$ cat config.mk
export PLATFORM = sky130hd
export DESIGN_NAME = zst_cell
export DESIGN_NICKNAME = d
export VERILOG_FILES = /design/src/hdl/zst_pkg.sv /design/src/hdl/zst_cell.sv
export SDC_FILE = /design/constraint.sdc
export NUM_CORES = 1
export LEC_CHECK = 0
export BUFFER_PORTS_ARGS = -buffer_cell sky130_fd_sc_hd__buf_2
export CORE_MARGIN = 2
export CORE_UTILIZATION = 35
export DETAILED_ROUTE_END_ITERATION = 16
export GPL_TIMING_DRIVEN = 0
export PLACE_DENSITY = 0.68
export SYNTH_ARGS = -nofsm -noshare
export SYNTH_HDL_FRONTEND = slang
export SYNTH_SLANG_ARGS = --single-unit
$ cat constraint.sdc
create_clock -name clk_i -period 1.5 [get_ports clk_i]
set_input_delay 0.15 -clock clk_i [delete_from_list [all_inputs] [get_ports clk_i]]
set_output_delay 0.15 -clock clk_i [all_outputs]
set_load 0.005 [all_outputs]
$ cat src/hdl/zst_pkg.sv
// Shared types, constants and codes for the score top-select block.
package zst_pkg;

  localparam int unsigned MaxEntries = 1024;
  localparam int unsigned PlaysBits  = 40;
  localparam int unsigned PosW       = $clog2(MaxEntries + 1);
  localparam int unsigned IdxW       = $clog2(MaxEntries);
  localparam int unsigned ScoreW     = PlaysBits + PosW;
  localparam int unsigned CmdW       = 2;
  localparam int unsigned StatusW    = 3;

  typedef enum logic [CmdW-1:0] {
    CmdLoad    = 2'd0,
    CmdExtract = 2'd1,
    CmdClear   = 2'd2
  } cmd_e;

  typedef enum logic [StatusW-1:0] {
    StatLoaded   = 3'd0,
    StatSelected = 3'd1,
    StatEmpty    = 3'd2,
    StatFull     = 3'd3,
    StatCleared  = 3'd4
  } status_e;

  typedef enum logic [1:0] {
    StIdle,
    StScan,
    StDone
  } state_e;

  // One table entry as it moves along the chain.
  typedef struct packed {
    logic              live;
    logic [PosW-1:0]   pos;
    logic [ScoreW-1:0] score;
  } entry_t;

  // Control broadcast to every cell.
  typedef struct packed {
    logic            shift;
    logic            clear;
    logic            kill;
    logic [PosW-1:0] kill_pos;
  } cell_ctl_t;

endpackage

$ cat src/hdl/zst_cell.sv
// One storage cell of the entry chain.
module zst_cell (
  input  logic                clk_i,
  input  logic                rst_ni,
  input  zst_pkg::cell_ctl_t  ctl_i,
  input  zst_pkg::entry_t     prev_i,
  output zst_pkg::entry_t     ent_o
);

  logic                       live_q, live_d;
  logic [zst_pkg::PosW-1:0]   pos_q, pos_d;
  logic [zst_pkg::ScoreW-1:0] score_q, score_d;

  always_comb begin
    live_d  = live_q;
    pos_d   = pos_q;
    score_d = score_q;
    if (ctl_i.clear) begin
      live_d = 1'b0;
    end else if (ctl_i.shift) begin
      live_d  = prev_i.live;
      pos_d   = prev_i.pos;
      score_d = prev_i.score;
    end else if (ctl_i.kill && live_q && (pos_q == ctl_i.kill_pos)) begin
      live_d = 1'b0;
    end
  end

  always_ff @(posedge clk_i or negedge rst_ni) begin
    if (!rst_ni) begin
      live_q <= 1'b0;
    end else begin
      live_q <= live_d;
    end
  end

  always_ff @(posedge clk_i) begin
    pos_q   <= pos_d;
    score_q <= score_d;
  end

  assign ent_o.live  = live_q;
  assign ent_o.pos   = pos_q;
  assign ent_o.score = score_q;

endmodule

==> results.json <==
{
  "post_cts_resized": 0,
  "vdd_drop_max_uv": 648,
  "chipHeight_um": 80.2,
  "synthToLayoutAreaGrowth_pct": 85.3,
  "tns_ns": 0,
  "tightest_slew_ns": 0.843,
  "fmax_mhz": 808,
  "vias_per_cell": 4.21,
  "grt.overflow.total": 0,
  "clk_pin_slew_ns": 0.07,
  "combPwrFrac_pct": 10.0,
  "path_delay_family": "simple AND/OR/NAND/NOR gates",
  "core_area_sq_um": 5570,
  "swShare_pct": 19.4,
  "diodes": 0,
  "grt_pass1_wl_um": 7840,
  "ys_seq_area_share_pct": 92.7,
  "tritoncts": "done",
  "drive_above_1_share_pct": 52.8,
  "dieArea_sq_um": 6440,
  "hold_viol": 0,
  "std_cell_rows": 27,
  "drt_wl_total_um": 5640,
  "p_int_mw": 3.62,
  "required_ns": 1.52,
  "syn_avg_cell_area_sq_um": 24.5,
  "rsz0062_at_grt": "no",
  "h-tree-depth": 3,
  "slew-limit-headroom_pct": 43.7,
  "start_util_pct": 36.5,
  "finalInstanceArea_sq_um": 3770,
  "placed_area_sq_um": 2860,
  "end_kind": "flip-flop",
  "power_density_nw_per_um2": 1190,
  "track_usage_pct": 17.4,
  "cts_root_buffer": "clkbuf_8",
  "syn_area_sq_um": 2030,
  "synth_cell_type_count": 10,
  "slowest_delay_ns": 0.63,
  "ios": 142,
  "worstSetupPathType": "in -> reg",
  "wire_per_inst_um": 15.0,
  "drt_iter0_drc": 82,
  "numCtsBuffers": 9,
  "dpl.hpwl_um": 3400,
  "insertion_delay_ns": 0.33,
  "netlist_instances": 83,
  "chipWidth_um": 80.2,
  "vias": 1587,
  "worstPathBufferInverterCount": 3,
  "final.setup_skew_ns": 0.00292,
  "grt_max_degree": 35,
  "hold_path.class": "in -> reg",
  "fin_crit_ns": 1.24,
  "cp_data_arrival_time_ns": 1.26,
  "cts.path.max_buffers": 2,
  "seqPwrFrac_pct": 46.8,
  "cts_sinks": 63,
  "status": "finished clean",
  "startpoint_type": "primary input",
  "firstDrtPassIters": 4,
  "place_congestion": 0.740,
  "antenna_found_initial": 0,
  "p_leak_nw": 1.60,
  "drv_cap": 0,
  "period_share_pct": 82.5,
  "setup_viol": 0,
  "ant_nets": 0,
  "syn_nets": 162,
  "grt_pass1_vias": 1642,
  "slew_violations": 0,
  "clockPowerShare_pct": 43.3,
  "crit_chain": "buf_2, inv_4, nor2_4, buf_12",
  "crit_fanout": 34,
  "crit_slowest_cell": "nor2_4",
  "ff2ff_setup_slack_ns": 0.28,
  "ys_warn_count": 0,
  "io_buffers": 141,
  "p_switching_mw": 0.874,
  "synth_seq_cells": 63,
  "drc": 0,
  "final_nets": 379,
  "cts_setup_buffers": 0
}
-- cell families after synthesis --
group / Yosys count / synth area share (%)
AO/OA/AOI/OAI: 2 / 0.676
XOR/XNOR: 11 / 4.74
flip-flops: 63 / 92.7
AND/OR/NAND/NOR: 5 / 1.29
buffers and inverters: 2 / 0.553
-- metrics by stage --
| step | std cells | hold slack, ns | total power [mW] | setup WS, ns | utilization (%) |
|---|---|---|---|---|---|
| after floorplan | 83 | -0.146 | 2.22 | 0.0104 | - |
| after global placement | 296 | -0.0669 | 2.43 | -0.433 | 51.0 |
| after detailed placement | 297 | -0.0700 | 2.45 | -0.0747 | 51.3 |
| after CTS | 376 | 0.000413 | 4.52 | 0.252 | 67.5 |
| after global routing | 377 | 0.0848 | 4.68 | 0.141 | 67.6 |
| final | 377 | 0.0903 | 4.50 | 0.263 | 67.6 |
-- routing by layer --
| metal | vias to the layer above | GRT usage (%) | wire [um] | share of wire [%] |
|---|---|---|---|---|
| met5 | - | 0 | 0 | 0 |
| met2 | 91 | 31.9 | 3000 | 53 |
| met1 | 723 | 17.0 | 2090 | 37 |
| li1 | 759 | - | - | - |
| met4 | 0 | 8.98 | 121 | 2.1 |
| met3 | 14 | 6.29 | 430 | 7.6 |
-- power by group through the flow --
stage / registers, mW / logic (mW) / clock network, mW
2_1_floorplan: 2.16 / 0.0604 / 0
3_3_place_gp: 2.14 / 0.297 / 0
3_5_place_dp: 2.14 / 0.312 / 0
4_1_cts: 2.10 / 0.443 / 1.97
5_1_grt: 2.11 / 0.484 / 2.08
6_report: 2.10 / 0.448 / 1.95
-- worst min-delay path: stages --
cell     delay, ns
buf_2         0.11
nand2_1       0.06
a21oi_1       0.06
-- timing repair --
item / 4_1_cts / 5_1_grt
hold endpoints to repair: 63 / 1
hold buffers: 63 / 1
endpoints found under the setup margin: 0 / 0
-- area by class of cell --
cell class / instances / area (sq um)
sequential: 63 / 1890
fill: 370 / 1800
timing repair buffer: 206 / 1370
clock inverter: 7 / 145
multi-input combinational: 18 / 144
clock buffer: 9 / 124
tap: 72 / 90.1
buffer: 1 / 7.51
inverter: 1 / 6.26
-- cell usage after synthesis, drive strengths merged --
master,instances,area (sq um)
nor2,1,3.75
buf,1,7.51
dfrtp,1,25.0
nand2,1,3.75
edfxtp,62,1860
nand4,3,18.8
inv,1,3.75
o311ai,1,8.76
xnor2,11,96.3
a21oi,1,5.00
-- worst paths after layout --
check | startpoint | to | cells after the start
hold / removal | prev_i[62] | live_q | 3
setup reg to reg | pos_q[1] | live_q | 4
min in group asynchronous | rst_ni | live_q | 2
setup / recovery | ctl_i[13] | score_q[7] | 4
max in group asynchronous | rst_ni | live_q | 2
hold reg to reg | live_q | live_q | 2
-- flip-flops by register name, indices dropped and copies added, names as in the netlist --
| name | count |
|---|---|
| live_q | 1 |
| score_q | 51 |
| pos_q | 11 |
-- cell usage in the layout, fill, tap and decap left out, drive strengths merged --
cell type	synthesis	final
nand4	3	3
bufinv	0	4
clkinvlp	0	1
clkbuf	0	9
o311ai	1	1
dfrtp	1	1
a21oi	1	1
inv	1	1
clkinv	0	2
buf	1	143
nand2	1	1
xnor2	11	11
dlygate4sd3	0	64
edfxtp	62	62
nor2	1	1
(Power assumes the default switching activity.)
