<file path="src/hdl/zst_pkg.sv">
// Shared types, constants and codes for the score top-select block.
package zst_pkg;

  localparam int unsigned MaxEntries = 1024;
  localparam int unsigned PlaysBits  = 40;
  localparam int unsigned PosW       = $clog2(MaxEntries + 1);
  localparam int unsigned IdxW       = $clog2(MaxEntries);
  localparam int unsigned ScoreW     = PlaysBits + PosW;
  localparam int unsigned CmdW       = 2;
  localparam int unsigned StatusW    = 3;

  typedef enum logic [CmdW-1:0] {
    CmdLoad    = 2'd0,
    CmdExtract = 2'd1,
    CmdClear   = 2'd2
  } cmd_e;

  typedef enum logic [StatusW-1:0] {
    StatLoaded   = 3'd0,
    StatSelected = 3'd1,
    StatEmpty    = 3'd2,
    StatFull     = 3'd3,
    StatCleared  = 3'd4
  } status_e;

  typedef enum logic [1:0] {
    StIdle,
    StScan,
    StDone
  } state_e;

  // One table entry as it moves along the chain.
  typedef struct packed {
    logic              live;
    logic [PosW-1:0]   pos;
    logic [ScoreW-1:0] score;
  } entry_t;

  // Control broadcast to every cell.
  typedef struct packed {
    logic            shift;
    logic            clear;
    logic            kill;
    logic [PosW-1:0] kill_pos;
  } cell_ctl_t;

endpackage

</file>
<file path="src/hdl/zst_best.sv">
// Running maximum tracker watching the head of the rotating chain.
module zst_best (
  input  logic                     clk_i,
  input  logic                     rst_ni,
  input  logic                     start_i,
  input  logic                     en_i,
  input  zst_pkg::entry_t          head_i,
  output logic                     found_o,
  output logic [zst_pkg::PosW-1:0] best_pos_o
);

  logic                       found_q, found_d;
  logic [zst_pkg::ScoreW-1:0] score_q, score_d;
  logic [zst_pkg::PosW-1:0]   pos_q, pos_d;
  logic                       take;

  // Higher score wins; on a tie the earlier position wins.
  assign take = head_i.live &&
                (!found_q || (head_i.score > score_q) ||
                 ((head_i.score == score_q) && (head_i.pos < pos_q)));

  always_comb begin
    found_d = found_q;
    score_d = score_q;
    pos_d   = pos_q;
    if (start_i) begin
      found_d = 1'b0;
    end else if (en_i && take) begin
      found_d = 1'b1;
      score_d = head_i.score;
      pos_d   = head_i.pos;
    end
  end

  always_ff @(posedge clk_i or negedge rst_ni) begin
    if (!rst_ni) begin
      found_q <= 1'b0;
    end else begin
      found_q <= found_d;
    end
  end

  always_ff @(posedge clk_i) begin
    score_q <= score_d;
    pos_q   <= pos_d;
  end

  assign found_o    = found_q;
  assign best_pos_o = pos_q;

endmodule

</file>
<file path="config.mk">
export PLATFORM = sky130hd
export DESIGN_NAME = zst_best
export DESIGN_NICKNAME = d
export VERILOG_FILES = /design/src/hdl/zst_pkg.sv /design/src/hdl/zst_best.sv
export SDC_FILE = /design/constraint.sdc
export NUM_CORES = 1
export LEC_CHECK = 0
export BUFFER_PORTS_ARGS = -buffer_cell sky130_fd_sc_hd__buf_2
export CORE_ASPECT_RATIO = 0.5
export CORE_UTILIZATION = 54
export CTS_CLUSTER_DIAMETER = 60
export DETAILED_ROUTE_END_ITERATION = 8
export PLACE_DENSITY_LB_ADDON = 0.15
export SLEW_MARGIN = 20
export SYNTH_ARGS = -nofsm -noshare
export SYNTH_HDL_FRONTEND = slang
export SYNTH_SLANG_ARGS = --single-unit
</file>
<file path="constraint.sdc">
create_clock -name clk_i -period 4.64 [get_ports clk_i]
set_input_delay 0.928 -clock clk_i [delete_from_list [all_inputs] [get_ports clk_i]]
set_output_delay 0.928 -clock clk_i [all_outputs]
set_load 0.01 [all_outputs]
</file>
==> impl_metrics.csv <==
group,metric,value,unit
status,status,"complete, no violations",
clock_tree,cts.sinks,63,
placement,dp_hpwl,4.88,mm
clock_tree,clkTransAtPathRegs,50,ps
pwr,power.density,333,nW/µm²
logic_synthesis,syn-num-nets,412,
detailed_routing,avgViaCountPerCell,5.15,
critical_path,path_delay_family,"simple AND/OR/NAND/NOR gates",
global_routing,grt_pass1_wl,10.6,mm
logic_synthesis,synth_cells,284,
layout,regArea,1890,µm²
detailed_routing,routed.top_layer,"met4",
timing,skew,4.58,ps
timing,hold_violations,0,
clock_tree,numCtsBuffers,9,
logic_synthesis,yosys_warnings,0,
placement,post-place-cells,452,
detailed_routing,wl_met1,3.02,mm
clock_tree,hold_buffers,0,
timing,fin_crit_sh,0.726,
timing,finalSetupTns,0,ps
critical_path,cp_cell_sequence,"buf_2 -> ha_1 -> nand4_1 -> nor4_1 -> and4bb_2 -> nand2_1 -> a21oi_4 -> buf_4",
timing,worst_pin_slew,774,ps
critical_path,setup.worst_path.start,"head_i[33]",
critical_path,cp.depth,8,
critical_path,required,4660,ps
detailed_routing,routed-wl-met2,2.88,mm
clock_tree,cts-root-buf,"clkbuf_16",
logic_synthesis,syn-mean-instance-area,12.1,µm²
layout,final_common_cell,"buf_2",
layout,most-common-layout-cells,"buf_2 (78), inv_1 (62), edfxtp_1 (62)",
timing,fmax,297,MHz
clock_tree,cts-resized-gates,0,
detailed_routing,drt_iter0_drc,73,
pwr,p_total,0.00142,W
worst_hold_path,min-delay-path-class,"in -> async",
pwr,leakagePower,2.03,nW
global_routing,gr-total-overflow,0,
layout,area_growth,23.6,%
pwr,ir_drop,274,µV
die,initial_core_util,0.564,
critical_path,slowest_delay,650,ps
die,die_area,6720,µm²
logic_synthesis,synth-seq-area-share,0.548,
detailed_routing,dr_total_vias,2408,
detailed_routing,post_drt_wl_per_cell,13.5,µm
clock_tree,cts_tree,"built",
clock_tree,clock_latency,330,ps
critical_path,r2r-start,"score_q[33]$_DFFE_PP_",
critical_path,startpoint_type,"input pin",
timing,slew_viol_final,0,
die,die_x,115,µm
layout,fillCellCount,484,
layout,nets,503,
logic_synthesis,synth.largest_area_cell,"edfxtp_1",
die,fp.dieH,58.5,µm
layout,drive_gt1_frac,0.250,
flow_run,drv_cap,0,
critical_path,worst-r2r-cell-count,8,
detailed_routing,drcViolationCount,0,
die,rows,20,
layout,multi_input_area,1330,µm²
global_routing,antenna_found_initial,0,
layout,postLayoutCoreUtil,0.698,
critical_path,endpoint_kind,"register",
timing,finalCriticalPeriod,3370,ps
die,pin_count,79,
detailed_routing,dr.pass1.iters,4,
logic_synthesis,syn_area,3450,µm²
global_routing,grt_pass1_vias,2429,
timing,setup_viol,0,
timing,maxSlewHeadroom,0.483,
logic_synthesis,yosys_register_bits,63,
placement,portBuffers,78,
clock_tree,clockBufferDepth,2,
critical_path,path_buf_inv,2,
layout,final_cells,468,
detailed_routing,final_antenna_net_count,0,
logic_synthesis,synth_cell_types,28,
global_routing,grt_max_degree,30,
placement,gp_congestion,0.810,
critical_path,path_class,"in -> reg",
logic_synthesis,yosys-top-cells-area,"edfxtp_1 (54%), ha_1 (22%), inv_1 (6.8%)",
detailed_routing,dr_wl_met3,358,µm
detailed_routing,totalWireLength,6.34,mm
critical_path,crit_fanout,21,
layout,num_antenna_cells,0,
die,core-area,6110,µm²
logic_synthesis,synth_top_area_frac,0.540,
clock_tree,post_cts_buffers,0,
timing,rsz0062_at_grt,"false",
critical_path,cp.arrival,3390,ps
global_routing,gr-usage-all-layers,0.212,
critical_path,slowest_stage,"a21oi_4",
clock_tree,htreeDepth,3,
path summary, 6_finish.rpt:
| check | to | slack [ps] |
|---|---|---|
| setup / recovery | score_q[19]$_DFFE_PP_ | 1270 |
| hold / removal | found_o$_DFFE_PN0P_ | 370 |
| setup reg to reg | score_q[19]$_DFFE_PP_ | 1620 |
| hold reg to reg | found_o$_DFFE_PN0P_ | 600 |
| max in group asynchronous | found_o$_DFFE_PN0P_ | 4190 |
| min in group clk_i | found_o$_DFFE_PN0P_ | 600 |
through the flow:
| step | instance area [µm²] | setup slack (ps) | hold WS (ps) |
|---|---|---|---|
| 3_5_place_dp | 3980 | 900 | 591 |
| 3_3_place_gp | 3980 | 1120 | 584 |
| 6_report | 4260 | 1270 | 365 |
| 5_1_grt | 4260 | 1110 | 357 |
| 2_1_floorplan | 3450 | 422 | 559 |
| 4_1_cts | 4260 | 1260 | 352 |
metal layers:
metal	track usage	vias up
met4	0.0705	0
met5	0	-
met3	0.0814	9
met2	0.358	60
li1	-	1211
met1	0.255	1128
cells in the mapped netlist:
master,n
edfxtp_1,62
inv_1,62
nand4_1,10
ha_1,61
and4_1,1
nor4_1,3
and4bb_2,1
nor3_1,1
o211ai_1,1
a21oi_2,1
a221o_1,1
o21ai_0,9
a211oi_1,2
dfrtp_1,1
o2111ai_1,1
nand3_1,5
a21oi_1,21
a221oi_2,1
and2_0,1
nor2_1,8
a311o_1,1
nand2_1,17
nor2b_1,2
nand2b_4,1
a211o_1,1
o21ai_1,1
a221oi_1,4
a21o_1,4
kinds of logic after synthesis:
kind of cell               count (synthesis)  synth area share
AOI/OAI and AO/OA                         48            0.0882
adders and majority gates                 61             0.221
and+or+nand+nor                           50            0.0752
DFF                                       63             0.548
buffers and inverters                     62            0.0675
cell type report:
type / instances / area share
sequential: 63 / 0.443
multi-input combinational: 159 / 0.313
timing repair buffer: 80 / 0.0981
inverter: 62 / 0.0546
clock buffer: 9 / 0.0529
tap: 88 / 0.0258
clock inverter: 7 / 0.0126
state kept, by name (all words and copies together), names as in the netlist:
register,flops
best_pos_o,11
score_q,51
found_o,1
where the power goes:
group | total, W | switching [W] | leakage, nW | internal, W
clock network | 0.000628 | 0.000224 | 0.137 | 0.000404
registers | 0.000652 | 0.00000539 | 0.581 | 0.000647
logic | 0.000140 | 0.0000762 | 1.31 | 0.0000642
Power figures use the tool's default switching activity.
